===== src/hw/rtl/dbd_pkg.sv =====
`default_nettype none
// ----------------------------------------------------------------------------
// dbd_pkg: shared types, constants and calendar tables
// Field widths, the reciprocal used for division by one hundred, and the
// month tables of a common Gregorian year.
// ----------------------------------------------------------------------------
package dbd_pkg;

   localparam int YEAR_W           = 14;
   localparam int MONTH_W          = 4;
   localparam int DAY_W            = 5;
   localparam int DIFF_W           = 22;
   localparam int DIFF_MAX         = (2 ** DIFF_W) - 1;
   localparam int YEAR_MAX_DEFAULT = 9999;

   // floor(y / 100) equals (y * RECIP_100) >> RECIP_SHIFT for every 14-bit y.
   localparam int RECIP_100   = 5243;
   localparam int RECIP_W     = 13;
   localparam int RECIP_SHIFT = 19;
   localparam int PROD_W      = YEAR_W + RECIP_W;
   localparam int QUOT_W      = PROD_W - RECIP_SHIFT;

   localparam logic [MONTH_W-1:0] MONTH_JAN = MONTH_W'(1);
   localparam logic [MONTH_W-1:0] MONTH_FEB = MONTH_W'(2);
   localparam logic [MONTH_W-1:0] MONTH_DEC = MONTH_W'(12);

   typedef struct packed {
      logic [YEAR_W-1:0]  year;
      logic [MONTH_W-1:0] month;
      logic [DAY_W-1:0]   day;
   } date_type;

   function automatic logic [8:0] month_start(input logic [MONTH_W-1:0] m);
      logic [8:0] v;
      unique case (m)
         4'd1:    v = 9'd0;
         4'd2:    v = 9'd31;
         4'd3:    v = 9'd59;
         4'd4:    v = 9'd90;
         4'd5:    v = 9'd120;
         4'd6:    v = 9'd151;
         4'd7:    v = 9'd181;
         4'd8:    v = 9'd212;
         4'd9:    v = 9'd243;
         4'd10:   v = 9'd273;
         4'd11:   v = 9'd304;
         4'd12:   v = 9'd334;
         default: v = 9'd0;
      endcase
      return v;
   endfunction

   function automatic logic [DAY_W-1:0] month_len(input logic [MONTH_W-1:0] m);
      logic [DAY_W-1:0] v;
      unique case (m)
         4'd1, 4'd3, 4'd5, 4'd7, 4'd8, 4'd10, 4'd12: v = 5'd31;
         4'd4, 4'd6, 4'd9, 4'd11:                   v = 5'd30;
         4'd2:                                      v = 5'd28;
         default:                                   v = 5'd0;
      endcase
      return v;
   endfunction

endpackage
`default_nettype wire


===== src/hw/rtl/days_between_dates_top.sv =====
`default_nettype none
// ----------------------------------------------------------------------------
// days_between_dates_top: Gregorian day distance between two dates
// Takes two dates, flags each as a real calendar date and returns the
// absolute number of days between them.
// ----------------------------------------------------------------------------
// A pair of dates is taken at every clock edge where start is high; busy is
// always low, so a new pair may follow in every cycle. The result appears
// on the rsp_ ports for one cycle, marked by rsp_strobe, and the receiver
// cannot stall it. It passes through a four-rank pipeline: the input
// register, the multiply by the reciprocal of one hundred, the day ordinals
// and validity checks, and the difference with saturation. When either date
// is invalid, rsp_day_difference is zero.
// ----------------------------------------------------------------------------
module days_between_dates_top #(
   parameter int YEAR_MAX = dbd_pkg::YEAR_MAX_DEFAULT
) (
   input  wire logic                          clock,
   input  wire logic                          reset,
   input  wire logic                          start,
   output logic                               busy,
   input  wire logic [dbd_pkg::YEAR_W-1:0]    req_first_year,
   input  wire logic [dbd_pkg::MONTH_W-1:0]   req_first_month,
   input  wire logic [dbd_pkg::DAY_W-1:0]     req_first_day,
   input  wire logic [dbd_pkg::YEAR_W-1:0]    req_second_year,
   input  wire logic [dbd_pkg::MONTH_W-1:0]   req_second_month,
   input  wire logic [dbd_pkg::DAY_W-1:0]     req_second_day,
   output logic                               rsp_strobe,
   output logic [dbd_pkg::DIFF_W-1:0]         rsp_day_difference,
   output logic                               rsp_first_valid,
   output logic                               rsp_second_valid
);

   localparam int ORD_W = $clog2(366 * (YEAR_MAX + 1));

   logic                                 s1_valid_ff, s1_valid_in;
   dbd_pkg::date_type                    s1_date_ff [2];
   dbd_pkg::date_type                    s1_date_in [2];

   logic                                 s2_valid_ff, s2_valid_in;
   dbd_pkg::date_type                    s2_date_ff [2];
   logic [dbd_pkg::QUOT_W-1:0]           s2_quot_ff [2];
   logic [dbd_pkg::QUOT_W-1:0]           s2_quot_in [2];

   logic                                 s3_valid_ff, s3_valid_in;
   logic [ORD_W-1:0]                     s3_ord_ff [2];
   logic [ORD_W-1:0]                     s3_ord_in [2];
   logic                                 s3_ok_ff [2];
   logic                                 s3_ok_in [2];

   logic                                 rsp_strobe_ff, rsp_strobe_in;
   logic [dbd_pkg::DIFF_W-1:0]           rsp_diff_ff, rsp_diff_in;
   logic                                 rsp_ok_ff [2];

   assign busy        = 1'b0;
   assign s1_valid_in = start;

   always_comb begin
      s1_date_in[0] = '{year: req_first_year, month: req_first_month,
                        day: req_first_day};
      s1_date_in[1] = '{year: req_second_year, month: req_second_month,
                        day: req_second_day};
   end

   // Stage two: quotient of the year by one hundred.
   always_comb begin
      logic [dbd_pkg::PROD_W-1:0] prod;
      s2_valid_in = s1_valid_ff;
      for (int i = 0; i < 2; i++) begin
         prod = dbd_pkg::PROD_W'(s1_date_ff[i].year)
              * dbd_pkg::PROD_W'(dbd_pkg::RECIP_100);
         s2_quot_in[i] = prod[dbd_pkg::PROD_W-1:dbd_pkg::RECIP_SHIFT];
      end
   end

   // Stage three: leap year, validity and day ordinal of each date.
   always_comb begin
      logic [dbd_pkg::YEAR_W-1:0]  rem;
      logic                        rem_zero;
      logic                        leap;
      logic [dbd_pkg::YEAR_W-1:0]  prev;
      logic [dbd_pkg::QUOT_W-1:0]  prev_100;
      logic [dbd_pkg::QUOT_W-1:0]  prev_400;
      logic [dbd_pkg::DAY_W-1:0]   len;
      logic                        year_ok;
      logic                        month_ok;
      logic                        day_ok;
      s3_valid_in = s2_valid_ff;
      for (int i = 0; i < 2; i++) begin
         rem = s2_date_ff[i].year
             - (dbd_pkg::YEAR_W'(s2_quot_ff[i]) * dbd_pkg::YEAR_W'(100));
         rem_zero = (rem == '0);
         leap = ((s2_date_ff[i].year[1:0] == 2'b00) && !rem_zero)
             || (rem_zero && (s2_quot_ff[i][1:0] == 2'b00));
         prev     = s2_date_ff[i].year - dbd_pkg::YEAR_W'(1);
         prev_100 = rem_zero ? (s2_quot_ff[i] - dbd_pkg::QUOT_W'(1)) : s2_quot_ff[i];
         prev_400 = prev_100 >> 2;

         year_ok  = (s2_date_ff[i].year != '0)
                 && (32'(s2_date_ff[i].year) <= 32'(YEAR_MAX));
         month_ok = (s2_date_ff[i].month >= dbd_pkg::MONTH_JAN)
                 && (s2_date_ff[i].month <= dbd_pkg::MONTH_DEC);
         len = ((s2_date_ff[i].month == dbd_pkg::MONTH_FEB) && leap)
             ? dbd_pkg::DAY_W'(29) : dbd_pkg::month_len(s2_date_ff[i].month);
         day_ok = (s2_date_ff[i].day != '0) && (s2_date_ff[i].day <= len);
         s3_ok_in[i] = year_ok && month_ok && day_ok;

         s3_ord_in[i] = (ORD_W'(prev) * ORD_W'(365))
                      + ORD_W'(prev >> 2)
                      - ORD_W'(prev_100)
                      + ORD_W'(prev_400)
                      + ORD_W'(dbd_pkg::month_start(s2_date_ff[i].month))
                      + ORD_W'((s2_date_ff[i].month > dbd_pkg::MONTH_FEB) && leap)
                      + ORD_W'(s2_date_ff[i].day);
      end
   end

   // Stage four: absolute difference with saturation, or zero when a date is invalid.
   always_comb begin
      logic [ORD_W-1:0] mag;
      mag = (s3_ord_ff[0] > s3_ord_ff[1]) ? (s3_ord_ff[0] - s3_ord_ff[1])
                                          : (s3_ord_ff[1] - s3_ord_ff[0]);
      rsp_strobe_in = s3_valid_ff;
      priority if (!(s3_ok_ff[0] && s3_ok_ff[1])) begin
         rsp_diff_in = '0;
      end else if (32'(mag) > 32'(dbd_pkg::DIFF_MAX)) begin
         rsp_diff_in = '1;
      end else begin
         rsp_diff_in = dbd_pkg::DIFF_W'(mag);
      end
   end

   always_ff @(posedge clock) begin
      if (reset) begin
         s1_valid_ff   <= 1'b0;
         s2_valid_ff   <= 1'b0;
         s3_valid_ff   <= 1'b0;
         rsp_strobe_ff <= 1'b0;
      end else begin
         s1_valid_ff   <= s1_valid_in;
         s2_valid_ff   <= s2_valid_in;
         s3_valid_ff   <= s3_valid_in;
         rsp_strobe_ff <= rsp_strobe_in;
      end
   end

   always_ff @(posedge clock) begin
      for (int i = 0; i < 2; i++) begin
         s1_date_ff[i] <= s1_date_in[i];
         s2_date_ff[i] <= s1_date_ff[i];
         s2_quot_ff[i] <= s2_quot_in[i];
         s3_ord_ff[i]  <= s3_ord_in[i];
         s3_ok_ff[i]   <= s3_ok_in[i];
         rsp_ok_ff[i]  <= s3_ok_ff[i];
      end
      rsp_diff_ff <= rsp_diff_in;
   end

   assign rsp_strobe         = rsp_strobe_ff;
   assign rsp_day_difference = rsp_diff_ff;
   assign rsp_first_valid    = rsp_ok_ff[0];
   assign rsp_second_valid   = rsp_ok_ff[1];

endmodule
`default_nettype wire


===== config.mk =====
export PLATFORM = sky130hd
export DESIGN_NAME = days_between_dates_top
export DESIGN_NICKNAME = d
export VERILOG_FILES = /design/src/hw/rtl/dbd_pkg.sv /design/src/hw/rtl/days_between_dates_top.sv
export SDC_FILE = /design/constraint.sdc
export NUM_CORES = 1
export LEC_CHECK = 0
export BUFFER_PORTS_ARGS = -buffer_cell sky130_fd_sc_hd__buf_2
export CAP_MARGIN = 30
export CORE_UTILIZATION = 60
export DETAILED_ROUTE_END_ITERATION = 16
export PLACE_DENSITY = 0.86
export SLEW_MARGIN = 30
export SYNTH_ARGS = -nofsm -noshare
export SYNTH_HDL_FRONTEND = slang
export SYNTH_SLANG_ARGS = --single-unit

===== constraint.sdc =====
create_clock -name clock -period 19.9 [get_ports clock]
set_input_delay 2.985 -clock clock [delete_from_list [all_inputs] [get_ports clock]]
set_output_delay 2.985 -clock clock [all_outputs]
set_load 0.01 [all_outputs]

# Word-level counts from Yosys, hierarchy flattened
# Memories as Yosys holds them, arrays and structs flattened.
# Cells that the tools add are included.
[totals]
out_inout_bits = 26
inputBits = 49
n_memories = 10
register_bits = 26
mem_bits_rw = 156
latch_bits = 0
rom_bits = 448
[memory_table]
columns = ["name", "depth", "width", "rd", "rd_clocked_by_memory_dff", "write_ports", "line_no", "text"]
rows = [
  ["(no name shown)", 16, 9, 1, 0, 0, "dbd_pkg.sv:35", "unique case (m)"],
  ["(no name shown)", 16, 9, 1, 0, 0, "dbd_pkg.sv:35", ""],
  ["(no name shown)", 16, 5, 1, 0, 0, "dbd_pkg.sv:55", "unique case (m)"],
  ["(no name shown)", 16, 5, 1, 0, 0, "dbd_pkg.sv:55", ""],
  ["s1_date_ff", 2, 23, 2, 0, 2, "days_between_dates_top.sv:37", "dbd_pkg::date_type s1_date_ff [2];"],
  ["s2_date_ff", 2, 23, 2, 0, 2, "days_between_dates_top.sv:41", "dbd_pkg::date_type s2_date_ff [2];"],
  ["+4 memories", "n/a", "n/a", "n/a", "n/a", "n/a", "n/a", ""],
]
[op_classes]
eq_ne = 2
n_div = 0
reduce_logical = 33
muxes = 5
addsub = 20
order_cmp = 11
shifts = 0
bitwise = 0
n_mul = 6
[ops]
columns = ["cell", "n"]
rows = [
  ["$mul A14 B13 Y27 const B", 2],
  ["$add A22 B1 Y22", 2],
  ["$add A22 B12 Y22", 2],
  ["$add A22 B5 Y22", 2],
  ["$add A22 B6 Y22", 2],
  ["$add A22 B9 Y22", 2],
  ["$mul A14 B9 Y22 const B", 2],
  ["$sub A22 B22 Y22", 2],
  ["$sub A22 B8 Y22", 2],
  ["$le A14 B14 Y1 const B", 2],
  ["$logic_not A14 Y1", 2],
  ["$reduce_bool A14 Y1", 2],
  ["$sub A14 B1 Y14 const B", 2],
  ["$sub A14 B14 Y14", 2],
  ["$mul A8 B5 Y12 const B", 2],
  ["$gt A22 B22 Y1", 1],
  ["$mux W22", 1],
  ["$logic_and A1 B1 Y1", 19],
  ["$mux W8", 2],
  ["$sub A8 B1 Y8 const B", 2],
  ["$le A5 B5 Y1", 2],
  ["$mux W5", 2],
  ["$reduce_bool A5 Y1", 2],
  ["$eq A4 B2 Y1 const B", 2],
  ["6 further kinds", 14],
]

# Logic depth before layout (Yosys ltp)
# Gate-level depths: netlist of the first run.
# An unclocked memory read counts as a cell.
[depth]
ltp_word = 12
mapped_depth = 41

# Worst setup path before layout of the first run
# OpenSTA, ideal clock, no wires.
[synth_timing]
path_type = "flip-flop to flip-flop"
from = "mem s2_quot_ff[0][3] in the netlist's numbering"
to = "mem s3_ord_ff[0][20] in the netlist's numbering"
path_buffers = 0
stages_incl_launch_ff = 36
path_slack_ps = 10824
arrival_ps = 9003
setup_time_ps = 72
cell_sequence = "dfxtp_1 inv_1 ha_1 ha_1 fa_1 ha_1 nor2b_1 o21ai_0 nand2b_1 a21o_1 a21oi_1 xor2_1 ha_1 xnor3_1 or2_0 mux2i_1 nand2_1 nor3_2 xnor2_1 fa_1 fa_1 ha_1 fa_1 fa_1 inv_1 fa_1 inv_1 ha_1 a2111oi_0 a21oi_1 o311ai_0 nand3_1 o41a_1 a21o_1 a21oi_1 xnor2_1"
[synth_lines]
columns = ["element", "line_no", "text"]
rows = [
  ["from (decl)", "days_between_dates_top.sv:42", "logic [dbd_pkg::QUOT_W-1:0] s2_quot_ff [2];"],
  ["to (decl)", "days_between_dates_top.sv:46", "logic [ORD_W-1:0] s3_ord_ff [2];"],
]

==> results.json, run 1 <==
{
  "synth_compound_area_share_pct": 8.39,
  "yosysWarnings": 0,
  "cpPeakStageDelay_ns": 0.63,
  "grt-ovfl-total": 0,
  "ant_nets": 0,
  "hold_start": "s1_date_ff[0][0]$_DFF_P_",
  "ctsRootBufferMaster": "clkbuf_16",
  "hp-class": "reg -> reg",
  "die_area_um2": 41900,
  "grt_max_degree": 21,
  "ios": 75,
  "routedWlPerCell_um": 17.4,
  "clockBufferDepth": 2,
  "met3_usage_pct": 4.07,
  "maxSlewHeadroom_pct": 39.0,
  "finalMaxSlewViolations": 0,
  "use_met2_pct": 49.2,
  "reg2reg_from": "s2_quot_ff[0][4]$_DFF_P_",
  "fin_skew_ns": 0.0184,
  "grt_pass1_wl_um": 92500,
  "ys_types": 76,
  "clkLatencyLatePin_ns": 0.49,
  "grt_pass1_vias": 19300,
  "syn-num-nets": 3449,
  "use_met1_pct": 34.9,
  "numCtsBuffers": 17,
  "place_worst_setup_slack_ns": 9.77,
  "worst_hold_path.endpoint": "s2_date_ff[0][0]$_DFF_P_",
  "hold_buffers": 0,
  "worst-path-stages": 37,
  "place_congestion": 0.967,
  "max_slew.worst_pin.slew_ns": 0.909,
  "layout-drive-gt1-share_pct": 5.02,
  "synth_largest_area_cell": "ha_1",
  "dp_hpwl_um": 47500,
  "synthAdderAreaFrac_pct": 52.9,
  "die_w_um": 205,
  "mostFrequentLayoutCell": "inv_1",
  "fin_crit_sh_pct": 51.7,
  "port_buffers": 73,
  "grt_usage_pct": 28.1,
  "setup_violations": 0,
  "syn_inst": 2546,
  "min_period_ns": 10.29,
  "cts_resized": 0,
  "postCtsSetupBuffers": 0,
  "synth-edff-count": 0,
  "outcome": "finished clean",
  "reg2reg_to": "s3_ord_ff[0][20]$_DFF_P_",
  "cts_max_level": 4,
  "synth-seq-area-share_pct": 14.8,
  "yosys_most_used_dff": "dfxtp_1",
  "finalHoldViolations": 0,
  "worst_setup_path_start_kind": "flip-flop",
  "finish.utilization_pct": 65.3,
  "die_h_um": 205,
  "required_ns": 20.31,
  "max_freq_mhz": 97.2,
  "setup_ws_ns": 9.61,
  "reg2reg_slack_ns": 9.61,
  "arrival_ns": 10.70,
  "antenna_found_initial": 0,
  "cp-startpoint": "s2_quot_ff[0][4]$_DFF_P_",
  "drv_cap": 0,
  "path_max_fanout": 10,
  "vias": 17600,
  "area.growth.synth_to_final_pct": 6.17,
  "drt_iter0_drc": 1000,
  "synth_top_cell_area_share_pct": 27.3,
  "cp_top_family": "adder cells",
  "fin_setup_tns_ns": 0,
  "core_um2": 40100,
  "synth_top_family_by_area": "adder cells",
  "crit_type": "reg -> reg",
  "routed_wl_um": 55000,
  "rows": 73,
  "synthTopCellsByArea": "ha_1, fa_1, dfxtp_1",
  "ys_seq_elements": 182,
  "busiest_layer": "met2",
  "avgSynthCellArea_um2": 9.69,
  "synth-simple-area-share_pct": 7.82,
  "cts.clk_slew.worst_paths_ns": 0.08,
  "crit_buf_inv": 4,
  "fin_hold_ws_ns": 0.334,
  "antenna_cells": 0,
  "worstSetupEndpointType": "flip-flop",
  "slowest_stage": "a2111oi_0",
  "rsz0062_at_grt": "false",
  "dr.pass1.iters": 6,
  "synth_mux_area_share_pct": 1.17,
  "synthXorXnorAreaFrac_pct": 5.26,
  "finalNetCount": 3520,
  "start_util_pct": 61.5,
  "reg2reg_depth": 37,
  "vias_per_cell": 5.59,
  "cts_tree": "built",
  "clkSinkCount": 182,
  "hold_depth": 0,
  "ys_async_sr_fraction_pct": 0,
  "final_cell_mix": "inv_1, ha_1, fa_1, dfxtp_1, nor2_1",
  "netlist_area_um2": 24700,
  "drc": 0
}
area by class of cell:
type                       instances  area (um^2)
tap                              525          657
fill                            3080        13900
inverter                         603         2260
clock buffer                      18          439
clock inverter                    14          158
sequential                       182         3640
multi-input combinational       1739        18700
timing repair buffer              74          373
stage by stage:
stage,instances,cell area (um^2)
floorplan,2546,24700
global placement,3123,25600
detailed placement,3123,25600
CTS,3155,26200
global route,3155,26200
finish,3155,26200
metal layers:
metal | wire (um) | part of all wire, %
met4 | 1700 | 3.1
met2 | 27500 | 50
met3 | 2620 | 4.8
met5 | 0 | 0
met1 | 23200 | 42
state kept, by name, summed over array words and instances (netlist names), 2 cells and up:
signal,flops
rsp_day_difference,22
s2_quot_ff,16
s3_ord_ff,44
rsp_ok_ff,2
s1_date_ff,46
s3_ok_ff,2
s2_date_ff,46
worst max-delay path by stage:
stage                                to
6_report       s3_ord_ff[0][20]$_DFF_P_
3_5_place_dp   s3_ord_ff[0][20]$_DFF_P_
4_1_cts        s3_ord_ff[0][20]$_DFF_P_
5_1_grt        s3_ord_ff[0][20]$_DFF_P_
2_1_floorplan  s3_ord_ff[0][20]$_DFF_P_
3_3_place_gp   s3_ord_ff[0][20]$_DFF_P_
logic make-up after synthesis:
logic type	after synthesis
xor+xnor	145
mux	28
fa+ha+maj	854
flops	182
buf+inv	625
compound gates	323
simple gates	388
other cells	1
cells in the mapped netlist (7+ instances only):
| cell | count |
|---|---|
| a21oi_1 | 94 |
| o21ai_0 | 70 |
| o21a_1 | 19 |
| and2_1 | 7 |
| nor3_1 | 42 |
| a21boi_0 | 8 |
| nand4_1 | 17 |
| nand2_1 | 76 |
| o211ai_1 | 8 |
| o31ai_1 | 8 |
| nand2b_1 | 17 |
| and3_1 | 9 |
| xor2_1 | 46 |
| a21o_1 | 28 |
| mux2i_1 | 22 |
| a211oi_1 | 13 |
| xnor2_1 | 97 |
| clkbuf_1 | 9 |
| or3_1 | 10 |
| buf_2 | 8 |
| nor2_1 | 111 |
| nor2b_1 | 24 |
| o21bai_1 | 15 |
| fa_1 | 316 |
| nand3_1 | 28 |
| inv_1 | 603 |
| a31oi_1 | 12 |
| nor4_1 | 17 |
| ha_1 | 538 |
| dfxtp_1 | 182 |
Power of run 1 is left out: the tool's default activity adds up to more than one toggle a clock period on the data nets, which glitch-free logic cannot reach.
==> run 2: changes to the inputs <==
- CORE_UTILIZATION: 60 -> 59
- PLACE_DENSITY: 0.86 -> 0.88
- clock period: 19.9 -> 8.4 ns (I/O delays scaled with it)
==> run 2 against run 1 <==
Effect of this change:
- the flow now finishes with violations (design-rule violations, negative setup slack)
- register-to-register slack worse by 10 ns
- design area up 9.2%
- global-route usage up 1.9 points
- fmax up 16%
- clock-buffer cell count up 1
- largest cell class unchanged
- non-clock buffer count up 166
- utilization up 4.4 points
- sequential cell count unchanged
- critical path depth up 5
- critical path type unchanged
==> results.json, run 2 (same netlist as run 1, synthesis figures left out) <==
{
  "drv_cap": 0,
  "worst_setup_path_start_kind": "flip-flop",
  "antenna_cells": 0,
  "slowest_stage": "fa_1",
  "cpPeakStageDelay_ns": 0.53,
  "dp_hpwl_um": 49000,
  "routed_wl_um": 63100,
  "reg2reg_from": "s2_quot_ff[0][3]$_DFF_P_",
  "grt_max_degree": 21,
  "cts.clk_slew.worst_paths_ns": 0.07,
  "crit_buf_inv": 8,
  "cts_max_level": 4,
  "final_cell_mix": "inv_1, ha_1, fa_1, dfxtp_1, buf_4",
  "start_util_pct": 60.1,
  "die_area_um2": 42600,
  "hp-class": "reg -> reg",
  "hold_start": "s1_date_ff[0][6]$_DFF_P_",
  "antenna_found_initial": 0,
  "grt_pass1_vias": 20500,
  "arrival_ns": 9.30,
  "dr.pass1.iters": 12,
  "ios": 75,
  "fin_crit_sh_pct": 106,
  "vias": 19000,
  "path_max_fanout": 4,
  "stdcell_count": 3328,
  "setup_ws_ns": -0.478,
  "core_um2": 41000,
  "max_slew.worst_pin.slew_ns": 0.963,
  "rows": 74,
  "grt_pass1_wl_um": 99500,
  "area.growth.synth_to_final_pct": 16.0,
  "finalHoldViolations": 0,
  "required_ns": 8.82,
  "routedWlPerCell_um": 19.0,
  "maxSlewHeadroom_pct": 35.5,
  "drt_iter0_drc": 1146,
  "cp-startpoint": "s2_quot_ff[0][3]$_DFF_P_",
  "clockBufferDepth": 2,
  "setup_violations": 23,
  "clkSinkCount": 182,
  "finalNetCount": 3686,
  "place_congestion": 0.942,
  "dp_cells": 3252,
  "crit_type": "reg -> reg",
  "fin_hold_ws_ns": 0.331,
  "hold_buffers": 0,
  "max_freq_mhz": 113,
  "worstSetupEndpointType": "flip-flop",
  "grt_usage_pct": 30.0,
  "layout-drive-gt1-share_pct": 16.5,
  "rsz0062_at_grt": "true",
  "clkLatencyLatePin_ns": 0.51,
  "cts_tree": "built",
  "mostFrequentLayoutCell": "inv_1",
  "top_regs": "s1_date_ff: 46 flops, s2_date_ff: 46 flops, s3_ord_ff: 44 flops",
  "vias_per_cell": 5.72,
  "min_period_ns": 8.88,
  "ant_nets": 0,
  "ctsRootBufferMaster": "clkbuf_16",
  "violations": "design-rule violations, negative setup slack",
  "die_w_um": 206,
  "crit_top_cell": "fa_1",
  "numCtsBuffers": 17,
  "cp_top_family": "adder cells",
  "port_buffers": 73,
  "finalMaxSlewViolations": 0,
  "die_h_um": 206,
  "grt-ovfl-total": 0,
  "drc": 6,
  "outcome": "finished with violations",
  "fin_skew_ns": 0.0261
}
-- run 2: cell types whose count changed in the layout (fill, tap and decap cells not counted), moves of 16 or more --
cell,before,now
buf_6,0,16
inv_1,603,582
ha_1,538,496
ha_4,0,35
buf_4,1,151
inv_2,0,18
a21oi_1,94,76
a21oi_2,1,17
-- run 2: path summary, 6_finish.rpt --
check	to	slack [ns]	cells after the start
min	s2_date_ff[0][6]$_DFF_P_	0.33	0
max reg2reg	s3_ord_ff[0][20]$_DFF_P_	-0.48	42
max	s3_ord_ff[0][20]$_DFF_P_	-0.48	42
min reg2reg	s2_date_ff[0][6]$_DFF_P_	0.33	0
-- run 2: cell type report --
cell class              count  area [um^2]
flip-flops and latches    182         3660
repair buffers            240         1680
clock inverters            13          135
fillers                  2775        12400
well taps                 532          666
inverters                 603         2270
clock buffers              19          443
multi-input cells        1739        19800
-- run 2: per-layer routing --
metal / share of wire (%) / track usage (%) / vias to the layer above
met5: 0 / 0 / -
met4: 5.4 / 16.3 / 0
met3: 5.5 / 4.57 / 259
met2: 49 / 51.4 / 737
met1: 40 / 36.2 / 9334
li1: - / - / 8704
-- run 2: through the flow --
step | worst slack [ns] | util (%) | setup TNS (ns) | instance area, um^2
global placement | -0.341 | 65.3 | -2.95 | 26800
floorplan | -0.127 | - | -0.136 | 24900
finish | -0.478 | 69.7 | -5.46 | 28600
global route | -0.825 | 69.7 | -14.44 | 28600
CTS | -0.725 | 68.8 | -4.56 | 28200
detailed placement | -0.735 | 65.3 | -9.74 | 26800
-- run 2: repair_timing --
| action | in CTS | in global routing |
|---|---|---|
| pin swaps | 132 | 73 |
| resized for setup | 126 | 51 |
| endpoints found under the setup margin | 28 | 32 |
| setup buffers | 36 | 16 |
Power of run 2 is left out for the same reason.
